--- config.mk ---
export PLATFORM = sky130hd
export DESIGN_NAME = fragment_run_validator
export DESIGN_NICKNAME = d
export VERILOG_FILES = /design/src/rtl/frv_pkg.sv /design/src/rtl/fragment_run_validator.sv /design/src/rtl/frv_check.sv /design/src/rtl/frv_fifo.sv
export SDC_FILE = /design/constraint.sdc
export NUM_CORES = 1
export LEC_CHECK = 0
export BUFFER_PORTS_ARGS = -buffer_cell sky130_fd_sc_hd__buf_4
export CAP_MARGIN = 5
export CELL_PAD_IN_SITES_DETAIL_PLACEMENT = 1
export CELL_PAD_IN_SITES_GLOBAL_PLACEMENT = 1
export CORE_MARGIN = 5
export CORE_UTILIZATION = 44
export CTS_CLUSTER_DIAMETER = 100
export DETAILED_ROUTE_END_ITERATION = 6
export HOLD_SLACK_MARGIN = 0.08
export PLACE_DENSITY_LB_ADDON = 0.1
export SLEW_MARGIN = 20
export SYNTH_ARGS = -nofsm -noshare
export SYNTH_HDL_FRONTEND = slang
export SYNTH_SLANG_ARGS = --single-unit
--- constraint.sdc ---
create_clock -name aclk -period 12 [get_ports aclk]
set_input_delay 0.6 -clock aclk [delete_from_list [all_inputs] [get_ports aclk]]
set_output_delay 0.6 -clock aclk [all_outputs]
set_load 0.05 [all_outputs]
--- src/rtl/frv_pkg.sv ---
// Shared types, codes and constants of the fragment run validator.
// No dependencies; imported by every module of the block.
package frv_pkg;

    localparam int HEADER_BYTES   = 12;
    localparam int COMP_HDR_BYTES = HEADER_BYTES + 4;
    localparam int FIFO_DEPTH     = 4;

    localparam int SIZE_W  = 12;
    localparam int SEQ_W   = 16;
    localparam int FLAG_W  = 8;
    localparam int COUNT_W = 16;
    localparam int USIZE_W = 32;
    localparam int VERD_W  = 3;
    localparam int DROP_W  = 16;
    localparam int MSG_W   = 25;

    localparam int S_TDATA_W = 80;
    localparam int S_TUSER_W = 8;
    localparam int M_TDATA_W = 48;
    localparam int M_TUSER_W = 3;
    localparam int CFG_IDX_W = 2;
    localparam int CFG_DATA_W = 32;

    localparam logic [VERD_W-1:0] V_ACCEPT     = 3'd0;
    localparam logic [VERD_W-1:0] V_META       = 3'd1;
    localparam logic [VERD_W-1:0] V_ORPHAN     = 3'd2;
    localparam logic [VERD_W-1:0] V_COMPRESSED = 3'd3;
    localparam logic [VERD_W-1:0] V_ABSURD     = 3'd4;
    localparam logic [VERD_W-1:0] V_BROKEN     = 3'd5;

    localparam int FLAG_DEFLATED   = 0;
    localparam int FLAG_FIRST      = 1;
    localparam int FLAG_COMPRESSED = 2;
    localparam int FLAG_HIGH_PRIO  = 3;

    localparam logic [CFG_IDX_W-1:0] REG_QUEUE_HIGH   = 2'd0;
    localparam logic [CFG_IDX_W-1:0] REG_UNCOMP_LIMIT = 2'd1;
    localparam logic [CFG_IDX_W-1:0] REG_MAX_FRAGS    = 2'd2;
    localparam logic [CFG_IDX_W-1:0] REG_MAX_MSG      = 2'd3;

    localparam logic [USIZE_W-1:0] RST_UNCOMP_LIMIT = 32'd20971520;
    localparam logic [COUNT_W-1:0] RST_MAX_FRAGS    = 16'd22122;
    localparam logic [MSG_W-1:0]   RST_MAX_MSG      = 25'd20971532;

    typedef struct packed {
        logic               queue_high;
        logic [USIZE_W-1:0] uncompressed_limit;
        logic [COUNT_W-1:0] max_fragments;
        logic [MSG_W-1:0]   max_message_size;
    } frv_cfg_t;

    typedef struct packed {
        logic               owner_ok;
        logic [SIZE_W-1:0]  frame_size;
        logic [SEQ_W-1:0]   seq_num;
        logic [FLAG_W-1:0]  flag_byte;
        logic [COUNT_W-1:0] packet_count;
        logic [USIZE_W-1:0] uncompressed_size;
    } frv_item_t;

    typedef struct packed {
        logic [VERD_W-1:0] verdict;
        logic [DROP_W-1:0] frames_dropped;
        logic [MSG_W-1:0]  message_size;
    } frv_result_t;

    typedef struct packed {
        logic [1:0]  count;
        frv_result_t first;
        frv_result_t second;
    } frv_push_t;

endpackage

--- src/rtl/fragment_run_validator.sv ---
// Fragment run validator: checks queued frame headers and reports verdicts.
// Depends on frv_pkg, frv_check and frv_fifo.
//
// Usage: one frame header per s_ transfer; verdicts leave on the m_ channel,
// the verdict code in m_tuser and the dropped count and message size in
// m_tdata. A frame gives zero, one or two verdicts: a fragment that continues
// an open run gives none until the run completes; a frame that breaks a run
// gives the run-broken verdict, then its head verdict unless it opens a run.
// Configuration registers are written through cfg_valid/cfg_index/cfg_data,
// one per cycle, while no frame is in flight.
// A frame is held in the input register, then the check logic writes its
// verdicts into the result queue, whose head entry drives m_tvalid and the
// result channel.
// Throughput: one frame per cycle; the input register advances whenever the
// result queue has room for two verdicts.
// When the receiver stalls, results collect in the result queue and s_tready
// drops once the queue cannot take two more.
// Reset (aresetn low, synchronous) closes any open run, empties the queue
// and loads the register defaults.
module fragment_run_validator #(
    parameter int FIFO_DEPTH = frv_pkg::FIFO_DEPTH
) (
    input  logic                              aclk,
    input  logic                              aresetn,
    input  logic                              s_tvalid,
    output logic                              s_tready,
    // owner_ok, frame_size, seq_num, packet_count, uncompressed_size
    input  logic [frv_pkg::S_TDATA_W-1:0]     s_tdata,
    // flag_byte
    input  logic [frv_pkg::S_TUSER_W-1:0]     s_tuser,
    output logic                              m_tvalid,
    input  logic                              m_tready,
    // frames_dropped, message_size
    output logic [frv_pkg::M_TDATA_W-1:0]     m_tdata,
    // verdict
    output logic [frv_pkg::M_TUSER_W-1:0]     m_tuser,
    input  logic                              cfg_valid,
    output logic                              cfg_ready,
    input  logic [frv_pkg::CFG_IDX_W-1:0]     cfg_index,
    input  logic [frv_pkg::CFG_DATA_W-1:0]    cfg_data
);
    import frv_pkg::*;

    frv_cfg_t    cfg_reg;
    logic        in_valid_reg;
    frv_item_t   item_reg, item_next;
    logic        advance;
    logic        has_room;
    frv_push_t   push;
    frv_result_t out_res;

    assign cfg_ready = 1'b1;
    assign advance   = in_valid_reg && has_room;
    assign s_tready  = !in_valid_reg || advance;

    assign item_next.owner_ok          = s_tdata[0];
    assign item_next.frame_size        = s_tdata[12:1];
    assign item_next.seq_num           = s_tdata[28:13];
    assign item_next.flag_byte         = s_tuser;
    assign item_next.packet_count      = s_tdata[44:29];
    assign item_next.uncompressed_size = s_tdata[76:45];

    always_ff @(posedge aclk) begin
        if (!aresetn) begin
            cfg_reg.queue_high         <= 1'b0;
            cfg_reg.uncompressed_limit <= RST_UNCOMP_LIMIT;
            cfg_reg.max_fragments      <= RST_MAX_FRAGS;
            cfg_reg.max_message_size   <= RST_MAX_MSG;
        end else if (cfg_valid && cfg_ready) begin
            case (cfg_index)
                REG_QUEUE_HIGH:   cfg_reg.queue_high         <= cfg_data[0];
                REG_UNCOMP_LIMIT: cfg_reg.uncompressed_limit <= cfg_data[USIZE_W-1:0];
                REG_MAX_FRAGS:    cfg_reg.max_fragments      <= cfg_data[COUNT_W-1:0];
                REG_MAX_MSG:      cfg_reg.max_message_size   <= cfg_data[MSG_W-1:0];
                default:          cfg_reg <= cfg_reg;
            endcase
        end
    end

    always_ff @(posedge aclk) begin
        if (!aresetn) begin
            in_valid_reg <= 1'b0;
        end else if (s_tready) begin
            in_valid_reg <= s_tvalid;
        end
    end

    always_ff @(posedge aclk) begin
        if (s_tvalid && s_tready) begin
            item_reg <= item_next;
        end
    end

    frv_check u_check (
        .aclk       (aclk),
        .aresetn    (aresetn),
        .item_valid (advance),
        .item       (item_reg),
        .cfg        (cfg_reg),
        .push       (push)
    );

    frv_fifo #(
        .DEPTH (FIFO_DEPTH)
    ) u_fifo (
        .aclk      (aclk),
        .aresetn   (aresetn),
        .push      (push),
        .has_room  (has_room),
        .out_valid (m_tvalid),
        .out_ready (m_tready),
        .out_res   (out_res)
    );

    assign m_tdata = {(M_TDATA_W - DROP_W - MSG_W)'(0), out_res.message_size,
                      out_res.frames_dropped};
    assign m_tuser = out_res.verdict;

`ifndef NO_ASSERTIONS
    a_stall_holds: assert property (@(posedge aclk) disable iff (!aresetn)
        !s_tready |-> in_valid_reg && !has_room)
        else $error("input stalled without a waiting frame");
`endif

endmodule

--- src/rtl/frv_check.sv ---
// Header checks and fragment run state of the fragment run validator.
// Depends on frv_pkg; produces up to two results per transfer.
module frv_check (
    input  logic              aclk,
    input  logic              aresetn,
    input  logic              item_valid,
    input  frv_pkg::frv_item_t item,
    input  frv_pkg::frv_cfg_t  cfg,
    output frv_pkg::frv_push_t push
);
    import frv_pkg::*;

    logic               run_open_reg, run_open_next;
    logic [COUNT_W-1:0] run_needed_reg, run_needed_next;
    logic [COUNT_W-1:0] run_seen_reg, run_seen_next;
    logic [SEQ_W-1:0]   prev_seq_reg, prev_seq_next;
    logic [MSG_W-1:0]   run_bytes_reg, run_bytes_next;

    logic               meta_ok;
    logic [SIZE_W-1:0]  body_bytes;
    logic [MSG_W:0]     total;
    logic               cont_ok;
    logic [COUNT_W-1:0] seen_inc;
    logic               run_done;
    logic               comp_bad;
    logic               head_emit;
    logic               head_open;
    frv_result_t        head_res;
    frv_result_t        accept_res;
    frv_result_t        broken_res;

    assign meta_ok = (item.frame_size >= SIZE_W'(HEADER_BYTES)) && item.owner_ok
                     && (item.flag_byte[FLAG_HIGH_PRIO] == cfg.queue_high);
    assign body_bytes = item.frame_size - SIZE_W'(HEADER_BYTES);
    assign total      = {1'b0, run_bytes_reg} + (MSG_W+1)'(body_bytes);
    assign cont_ok    = meta_ok
                        && (item.seq_num == prev_seq_reg + SEQ_W'(1))
                        && !item.flag_byte[FLAG_DEFLATED]
                        && !item.flag_byte[FLAG_FIRST]
                        && !item.flag_byte[FLAG_COMPRESSED]
                        && (item.packet_count == '0)
                        && (total <= {1'b0, cfg.max_message_size});
    assign seen_inc   = run_seen_reg + COUNT_W'(1);
    assign run_done   = seen_inc >= run_needed_reg;
    assign comp_bad   = item.flag_byte[FLAG_COMPRESSED]
                        && ((item.frame_size < SIZE_W'(COMP_HDR_BYTES))
                            || (item.uncompressed_size > cfg.uncompressed_limit));

    always_comb begin
        head_emit = 1'b1;
        head_open = 1'b0;
        head_res  = '{verdict: V_ACCEPT, frames_dropped: DROP_W'(1), message_size: '0};
        if (!meta_ok) begin
            head_res.verdict = V_META;
        end else if (!item.flag_byte[FLAG_FIRST] || item.packet_count == '0) begin
            head_res.verdict = V_ORPHAN;
        end else if (comp_bad) begin
            head_res.verdict = V_COMPRESSED;
        end else if (item.packet_count == COUNT_W'(1)) begin
            head_res.message_size = MSG_W'(item.frame_size);
        end else if (item.packet_count > cfg.max_fragments) begin
            head_res.verdict = V_ABSURD;
        end else begin
            head_emit = 1'b0;
            head_open = 1'b1;
        end
    end

    assign accept_res = '{verdict: V_ACCEPT, frames_dropped: run_needed_reg,
                          message_size: total[MSG_W-1:0]};
    assign broken_res = '{verdict: V_BROKEN, frames_dropped: run_seen_reg,
                          message_size: '0};

    always_comb begin
        run_open_next   = run_open_reg;
        run_needed_next = run_needed_reg;
        run_seen_next   = run_seen_reg;
        prev_seq_next   = prev_seq_reg;
        run_bytes_next  = run_bytes_reg;
        push.count      = 2'd0;
        push.first      = head_res;
        push.second     = head_res;
        if (item_valid) begin
            if (run_open_reg && cont_ok) begin
                prev_seq_next = item.seq_num;
                if (run_done) begin
                    push.count      = 2'd1;
                    push.first      = accept_res;
                    run_open_next   = 1'b0;
                    run_needed_next = '0;
                    run_seen_next   = '0;
                    run_bytes_next  = '0;
                end else begin
                    run_seen_next  = seen_inc;
                    run_bytes_next = total[MSG_W-1:0];
                end
            end else begin
                if (run_open_reg) begin
                    push.first = broken_res;
                    push.count = head_emit ? 2'd2 : 2'd1;
                end else begin
                    push.count = head_emit ? 2'd1 : 2'd0;
                end
                if (head_open) begin
                    run_open_next   = 1'b1;
                    run_needed_next = item.packet_count;
                    run_seen_next   = COUNT_W'(1);
                    prev_seq_next   = item.seq_num;
                    run_bytes_next  = MSG_W'(item.frame_size);
                end else begin
                    run_open_next   = 1'b0;
                    run_needed_next = '0;
                    run_seen_next   = '0;
                    run_bytes_next  = '0;
                end
            end
        end
    end

    always_ff @(posedge aclk) begin
        if (!aresetn) begin
            run_open_reg   <= 1'b0;
            run_needed_reg <= '0;
            run_seen_reg   <= '0;
            prev_seq_reg   <= '0;
            run_bytes_reg  <= '0;
        end else begin
            run_open_reg   <= run_open_next;
            run_needed_reg <= run_needed_next;
            run_seen_reg   <= run_seen_next;
            prev_seq_reg   <= prev_seq_next;
            run_bytes_reg  <= run_bytes_next;
        end
    end

`ifndef NO_ASSERTIONS
    a_open_count: assert property (@(posedge aclk) disable iff (!aresetn)
        run_open_reg |-> (run_seen_reg != '0) && (run_seen_reg < run_needed_reg))
        else $error("open run with inconsistent fragment count");
    a_closed_clear: assert property (@(posedge aclk) disable iff (!aresetn)
        !run_open_reg |-> (run_seen_reg == '0) && (run_bytes_reg == '0))
        else $error("closed run keeps fragment state");
`endif

endmodule

--- src/rtl/frv_fifo.sv ---
// Result queue of the fragment run validator: takes up to two results per cycle.
// Depends on frv_pkg; drives the result channel from its head entry.
module frv_fifo #(
    parameter int DEPTH = frv_pkg::FIFO_DEPTH
) (
    input  logic               aclk,
    input  logic               aresetn,
    input  frv_pkg::frv_push_t push,
    output logic               has_room,
    output logic               out_valid,
    input  logic               out_ready,
    output frv_pkg::frv_result_t out_res
);
    import frv_pkg::*;

    localparam int PTR_W = (DEPTH > 1) ? $clog2(DEPTH) : 1;
    localparam int CNT_W = $clog2(DEPTH + 1);

    frv_result_t        mem_reg [DEPTH];
    logic [PTR_W-1:0]   wr_ptr_reg, wr_ptr_next;
    logic [PTR_W-1:0]   rd_ptr_reg, rd_ptr_next;
    logic [CNT_W-1:0]   count_reg, count_next;
    logic [PTR_W-1:0]   wr_ptr_p1, wr_ptr_p2;
    logic               pop;

    function automatic logic [PTR_W-1:0] ptr_inc(input logic [PTR_W-1:0] p);
        return (p == PTR_W'(DEPTH - 1)) ? '0 : p + PTR_W'(1);
    endfunction

    assign wr_ptr_p1 = ptr_inc(wr_ptr_reg);
    assign wr_ptr_p2 = ptr_inc(wr_ptr_p1);
    assign out_valid = count_reg != '0;
    assign pop       = out_valid && out_ready;
    assign out_res   = mem_reg[rd_ptr_reg];
    assign has_room  = count_reg <= CNT_W'(DEPTH - 2);

    always_comb begin
        wr_ptr_next = wr_ptr_reg;
        rd_ptr_next = pop ? ptr_inc(rd_ptr_reg) : rd_ptr_reg;
        count_next  = count_reg + CNT_W'(push.count) - CNT_W'(pop);
        case (push.count)
            2'd1:    wr_ptr_next = wr_ptr_p1;
            2'd2:    wr_ptr_next = wr_ptr_p2;
            default: wr_ptr_next = wr_ptr_reg;
        endcase
    end

    always_ff @(posedge aclk) begin
        if (push.count != 2'd0) begin
            mem_reg[wr_ptr_reg] <= push.first;
        end
        if (push.count == 2'd2) begin
            mem_reg[wr_ptr_p1] <= push.second;
        end
    end

    always_ff @(posedge aclk) begin
        if (!aresetn) begin
            wr_ptr_reg <= '0;
            rd_ptr_reg <= '0;
            count_reg  <= '0;
        end else begin
            wr_ptr_reg <= wr_ptr_next;
            rd_ptr_reg <= rd_ptr_next;
            count_reg  <= count_next;
        end
    end

`ifndef NO_ASSERTIONS
    a_no_overflow: assert property (@(posedge aclk) disable iff (!aresetn)
        count_reg <= CNT_W'(DEPTH))
        else $error("result queue overflow");
    a_push_room: assert property (@(posedge aclk) disable iff (!aresetn)
        (push.count != 2'd0) |-> has_room)
        else $error("results pushed without room");
`endif

endmodule
---- After elaboration in Yosys (flattened, before gate mapping) ----
Memories as Yosys holds them, arrays and structs flattened. A register that Yosys moved wholly into a read port is not among the register bits.
Cells that the tools add are included.
operators by class
  add/subtract/negate cells ............... 9
  order comparisons ....................... 7
  mux-type cells .......................... 50
  reductions and logical operators ........ 32
  eq/ne operators ......................... 12
operator list
  cell                                                                    count
  25-bit 2-to-1 mux                                                       5
  16-bit 2-to-1 mux                                                       7
  46-bit 2-to-1 mux                                                       2
  45-bit 2-to-1 mux                                                       1
  44-bit 2-to-1 mux                                                       1
  16-bit by 1-bit adder with 16-bit output, second input constant         2
  32-bit > comparator                                                     1
  25-bit by 12-bit adder with 26-bit output                               1
  26-bit by 25-bit <= comparator with 1-bit output                        1
  12-bit 2-to-1 mux                                                       2
  1-bit 2-to-1 mux                                                        19
  16-bit by 1-bit equality test with 1-bit output, second input constant  1
  16-bit equality test                                                    1
  16-bit >= comparator                                                    1
  16-bit > comparator                                                     1
  16-bit zero test                                                        1
  3-bit 2-to-1 mux                                                        5
  2-bit 2-to-1 mux                                                        7
  1-bit logical AND                                                       13
  2-bit equality test, second input constant                              6
  12-bit by 4-bit >= comparator with 1-bit output, second input constant  1
  12-bit by 5-bit < comparator with 1-bit output, second input constant   1
  2-bit AND reduction                                                     6
  12-bit by 4-bit subtractor with 12-bit output, second input constant    1
  13 further kinds                                                        23
storage, ports and cells
  output and inout port bits .............. 54
  input bits .............................. 127
  RAM bits ................................ 176
  memories kept ........................... 1
  register bits ........................... 237
memories
  name            depth  width  read ports  clocked after Yosys merged registers in  write ports  RTL line        source
  u_fifo.mem_reg  4      44     1           1                                        2            frv_fifo.sv:19  frv_result_t mem_reg [DEPTH];

---- Depth between registers and ports, before layout ----
  word-level depth ........................ 15
  gate-level depth with buffers ........... 31

---- Modules after synthesis ----
A second synthesis with hierarchy kept.
unflattened totals
  cell total of the unflattened synthesis .. 1996
  area total of the unflattened synthesis .. 23530.1 um2
modules (own cells, without submodules)
  module                  times used  cells each  area each (um2)
  frv_fifo                1           494         9868.2
  frv_check               1           1108        8107.8
  fragment_run_validator  1           394         5554.1

---- Worst setup path before layout ----
OpenSTA, ideal clock, no wires.
  kind .................................... register to register
  start ................................... register item_reg[78] (netlist bit)
  end ..................................... memory u_fifo.mem_reg[2][2] (netlist bit), data pin
  cell stages (with the launch flop) ...... 30
  arrival ................................. 6.820 ns
  setup time .............................. 0.256 ns
  data required time ...................... 11.744 ns
  setup slack ............................. 4.924 ns
  clock period less this slack ............ 7.076 ns
  path through ............................ edfxtp_1 -> clkbuf_1 -> or4_1 -> or3_1 -> nor3_1 -> xor2_1 -> ha_1 -> a21o_1 -> a31oi_1 -> nor2_1 -> nand3_1 -> xor2_1 -> inv_1 -> ha_1 -> nand4_1 -> nor4_1 -> a21oi_1 -> or3_4 -> nor4_4 -> o311ai_2 -> buf_6 -> nor2_1 -> mux2i_1 -> nand2b_1 -> ha_1 -> clkbuf_1 -> a21oi_1 -> and3_1 -> clkbuf_1 -> a22o_1
RTL lines
  item                    RTL line                      source
  start, declared         fragment_run_validator.sv:46  frv_item_t item_reg, item_next;
  start signal, assigned  fragment_run_validator.sv:90  item_reg <= item_next;
  end, declared           frv_fifo.sv:19

==> results <==
- Of all nets on the critical path, the largest fanout is 14.
- The top cell types in the final layout, fill and taps aside, are nand2_1, dfxtp_1, buf_4, o21ai_0, edfxtp_1.
- The startpoint identified for the worst register-to-register timing path is item_reg[77]$_DFFE_PP_.
- The floorplan core area is 45,190 sq um.
- At the pin with the least slew margin, the transition time is 1.127 ns.
- Post-CTS repair changed the size of 0 cells.
- The start-to-end type of the worst setup path is flop to flop.
- For this design the ratio of total power to cell area is 154.0 nW/um^2.
- The total wirelength of the detailed-routed design is 59,230 um.
- Using the TritonRoute via totals, the vias-per-cell ratio works out to 5.664.
- In this run the clock root is driven by a clkbuf_16.
- The largest net degree at the start of global routing is 82.
- After layout, the worst path uses 80.21% of the clock period.
- The final routed DRC violation total is 0.
- The run finished with clean final reports.
- During I/O placement, the number of pins put on the boundary was 181.
- The kind of capture point of the worst setup path is a flop.
- The count of H-tree levels built during CTS is 2.
- Synthesis handed over a netlist of 2,038 instances.
- For this design the static power due to leakage is 8.849 nW.
- The cell taking the most area after synthesis is dfxtp_1.
- The die is 223.2 um tall.
- The HPWL after detailed placement is 42,640 um.
- The maximum buffer depth of the clock tree is 3.
- The post-synthesis to final-layout area growth is 16.37%.
- The routed wire length per instance is 21.17 um.
- By area the synthesized netlist is led by dfxtp_1, edfxtp_1, ha_1.
- The upper clock frequency limit is 103.9 MHz.
- For the worst setup path, the data required time is 12.43 ns.
- In this run the worst setup path begins at item_reg[77]$_DFFE_PP_.
- STA classifies the critical path startpoint as a flop.
- The number of search-and-repair iterations in the first detailed-routing pass is 5.
- The via count of the first global-routing pass came to 16,640.
- The share of synthesized area in the top cell type comes to 27.43%.
- The number of register bits inferred by synthesis is 415.
- The average cell area after synthesis is 9.814 sq um.
- Across the routed clock network, the largest skew measured is 0.01835 ns.
- The number of nets in the layout is 2,408.
- Setup repair after global routing left no endpoint under its margin.
- Across the whole layout, storage elements account for 9722 sq um.
- The detailed router finished its first iteration with 770 violations.
- The number of hold-repair buffers added at the cts stage is 0.
- The netlist area before placement is 20,000 sq um.
- The minimum clock period after layout is 9.625 ns.
- The min-delay analysis places its worst path in the category input pin to flop.
- Yosys mapped a number of flops with a built-in enable equal to 141.
- The clock tree from TritonCTS is yes.
- The number of antenna cells inserted is 0.
- The floorplan step set the die width to 223.2 um.
- The number of buffers inserted to repair setup after CTS is 0.
- The global-route wire length before repair is 92,890 um.
- The placer congestion estimate is 0.8891.
- The tool flagged a number of max-cap violations equal to 0.
- For this design, the sink count on the clock tree is 415.
- In the synthesized netlist the dominant register cell turns out to be dfxtp_1.
- The combined area of the multi-input logic cells is 9423 sq um.
- IR analysis of the VDD net gives a maximum drop of 0.1303 mV.
- The final route contains 15,850 vias.
- The flip-flop count of the largest register, all copies and words added is 176.
- Of the synthesized area, sequential elements account for 48.60%.
- The overall fraction of global-route tracks in use is 23.19%.
- The initial cell density of the core is 44.26%.
- The number of antenna violations at the first check in global routing is 0.
- The die covers 49,820 sq um.
- The count of final hold-check violations is 0.
- The count of input and output buffers is 165.
- In the synthesized netlist the async set-or-reset flop fraction comes to 0%.
- The number of max-slew violations in the final report is 0.
- The number of standard-cell rows in the floorplan is 78.
- The total number of yosys warnings is 0.
- Clock tree synthesis inserted a total of 46 buffers.
- The number of antenna-violating nets in the routed design is 0.
- The count of fill cells added during filler insertion is 4,981.
- The ratio of cells with drive above 1 in the final layout is 15.10%.
- The most common cell after layout, fill and taps aside is nand2_1.
- In this run the tightest slew margin relative to its limit is 24.35%.
- The setup TNS is 0 ns.
- The leftover overflow at the end of global routing is 0.
- The final setup violation count is 0.
- The clock reaches the later pin of the worst-skew pair after 0.58 ns.
- The worst hold path startpoint is s_tdata[73].
- The netlist uses 80 different library cells.
- Cells fill 51.51% of the core in the end.
- After layout, the design draws a total of 3.584 mW.
- After clock tree synthesis, the clock-pin slew on the worst setup and hold paths is 0.06 ns.
- The endpoint arrival time on the critical path is 10.06 ns.
## per-layer routing
metal  up-vias  track usage (%)  part of all wire, %
met5         -                0                    0
met2       354            40.27                   49
li1       7580                -                    -
met1      7839            30.94                   45
met3        76            2.842                  4.1
met4         0            5.850                  2.0
## cells by family after synthesis
logic type	count (synthesis)	synth area share [%]
flops	415	48.60
other cells	2	0.03755
simple gates	640	15.05
fa+ha+maj	119	7.520
compound gates	511	16.02
mux	47	5.111
buf+inv	238	4.779
xor+xnor	66	2.890
## worst paths after layout
check / to / slack, ns / cells after the start
max: u_fifo.mem_reg[0][3]$_DFFE_PP_ / 2.37 / 27
min: item_reg[28]$_DFFE_PP_ / 0.20 / 1
min reg2reg: u_fifo.mem_reg[2][34]$_SDFFE_PP0N_ / 0.45 / 2
max reg2reg: u_fifo.mem_reg[0][3]$_DFFE_PP_ / 2.37 / 27
## synthesized netlist by cell type, types with 16 or more instances
cell type	n
nand2_1	351
edfxtp_1	141
nor3_1	27
a21o_1	17
inv_1	125
nor2_1	58
mux4_2	44
nor2b_1	16
a22o_1	64
o211ai_1	28
nand3_1	57
ha_1	117
xor2_1	29
a22oi_1	25
nand4_1	26
o21ai_0	161
dfxtp_1	274
xnor2_1	37
buf_2	17
a21oi_1	129
clkbuf_1	77
## stage by stage
stage | instances | cell area [sq um] | hold slack, ns | setup slack, ns
finish | 2798 | 23270 | 0.1952 | 2.375
global route | 2798 | 23270 | 0.1724 | 1.881
CTS | 2797 | 23250 | 0.1598 | 2.140
detailed placement | 2713 | 21720 | 0.4385 | 2.184
global placement | 2713 | 21720 | 0.4284 | 2.510
floorplan | 2044 | 20020 | 0.4198 | 4.924
## critical path, stage by stage (launching register included)
cell and delay (ns):
edfxtp_1 0.56, or4_1 0.60, or3_1 0.35, nor3_1 0.27
xor2_1 0.18, ha_1 0.31, a21o_1 0.20, a31oi_1 0.48
nor2_1 0.26, nand4_1 0.17, xor2_1 0.55, inv_1 0.14
ha_1 0.33, nand3_1 0.12, nor4_1 0.34, a21oi_1 0.18
or3_4 0.42, nor4_1 0.37, nand3_1 0.17, a31oi_2 0.52
nand2_1 0.15, and3_1 0.21, ha_1 0.45, nand2_1 0.25
nand2_1 0.25, or4_1 0.47, o21ai_1 0.88, a22o_1 0.27
## report_power, final
group	total (mW)	switching (mW)	internal, mW
clock network	1.43	0.580	0.853
logic	0.583	0.377	0.206
registers	1.57	0.0463	1.52
total	3.58	1.00	2.58
## layout make-up
cell class / count / area share, %
flip-flops and latches: 415 / 41.77
well taps: 600 / 3.226
clock buffers: 67 / 5.876
clock inverters: 17 / 0.6828
inverters: 126 / 2.032
multi-input cells: 1391 / 40.49
repair buffers: 182 / 5.924
(Power assumes the default switching activity.)
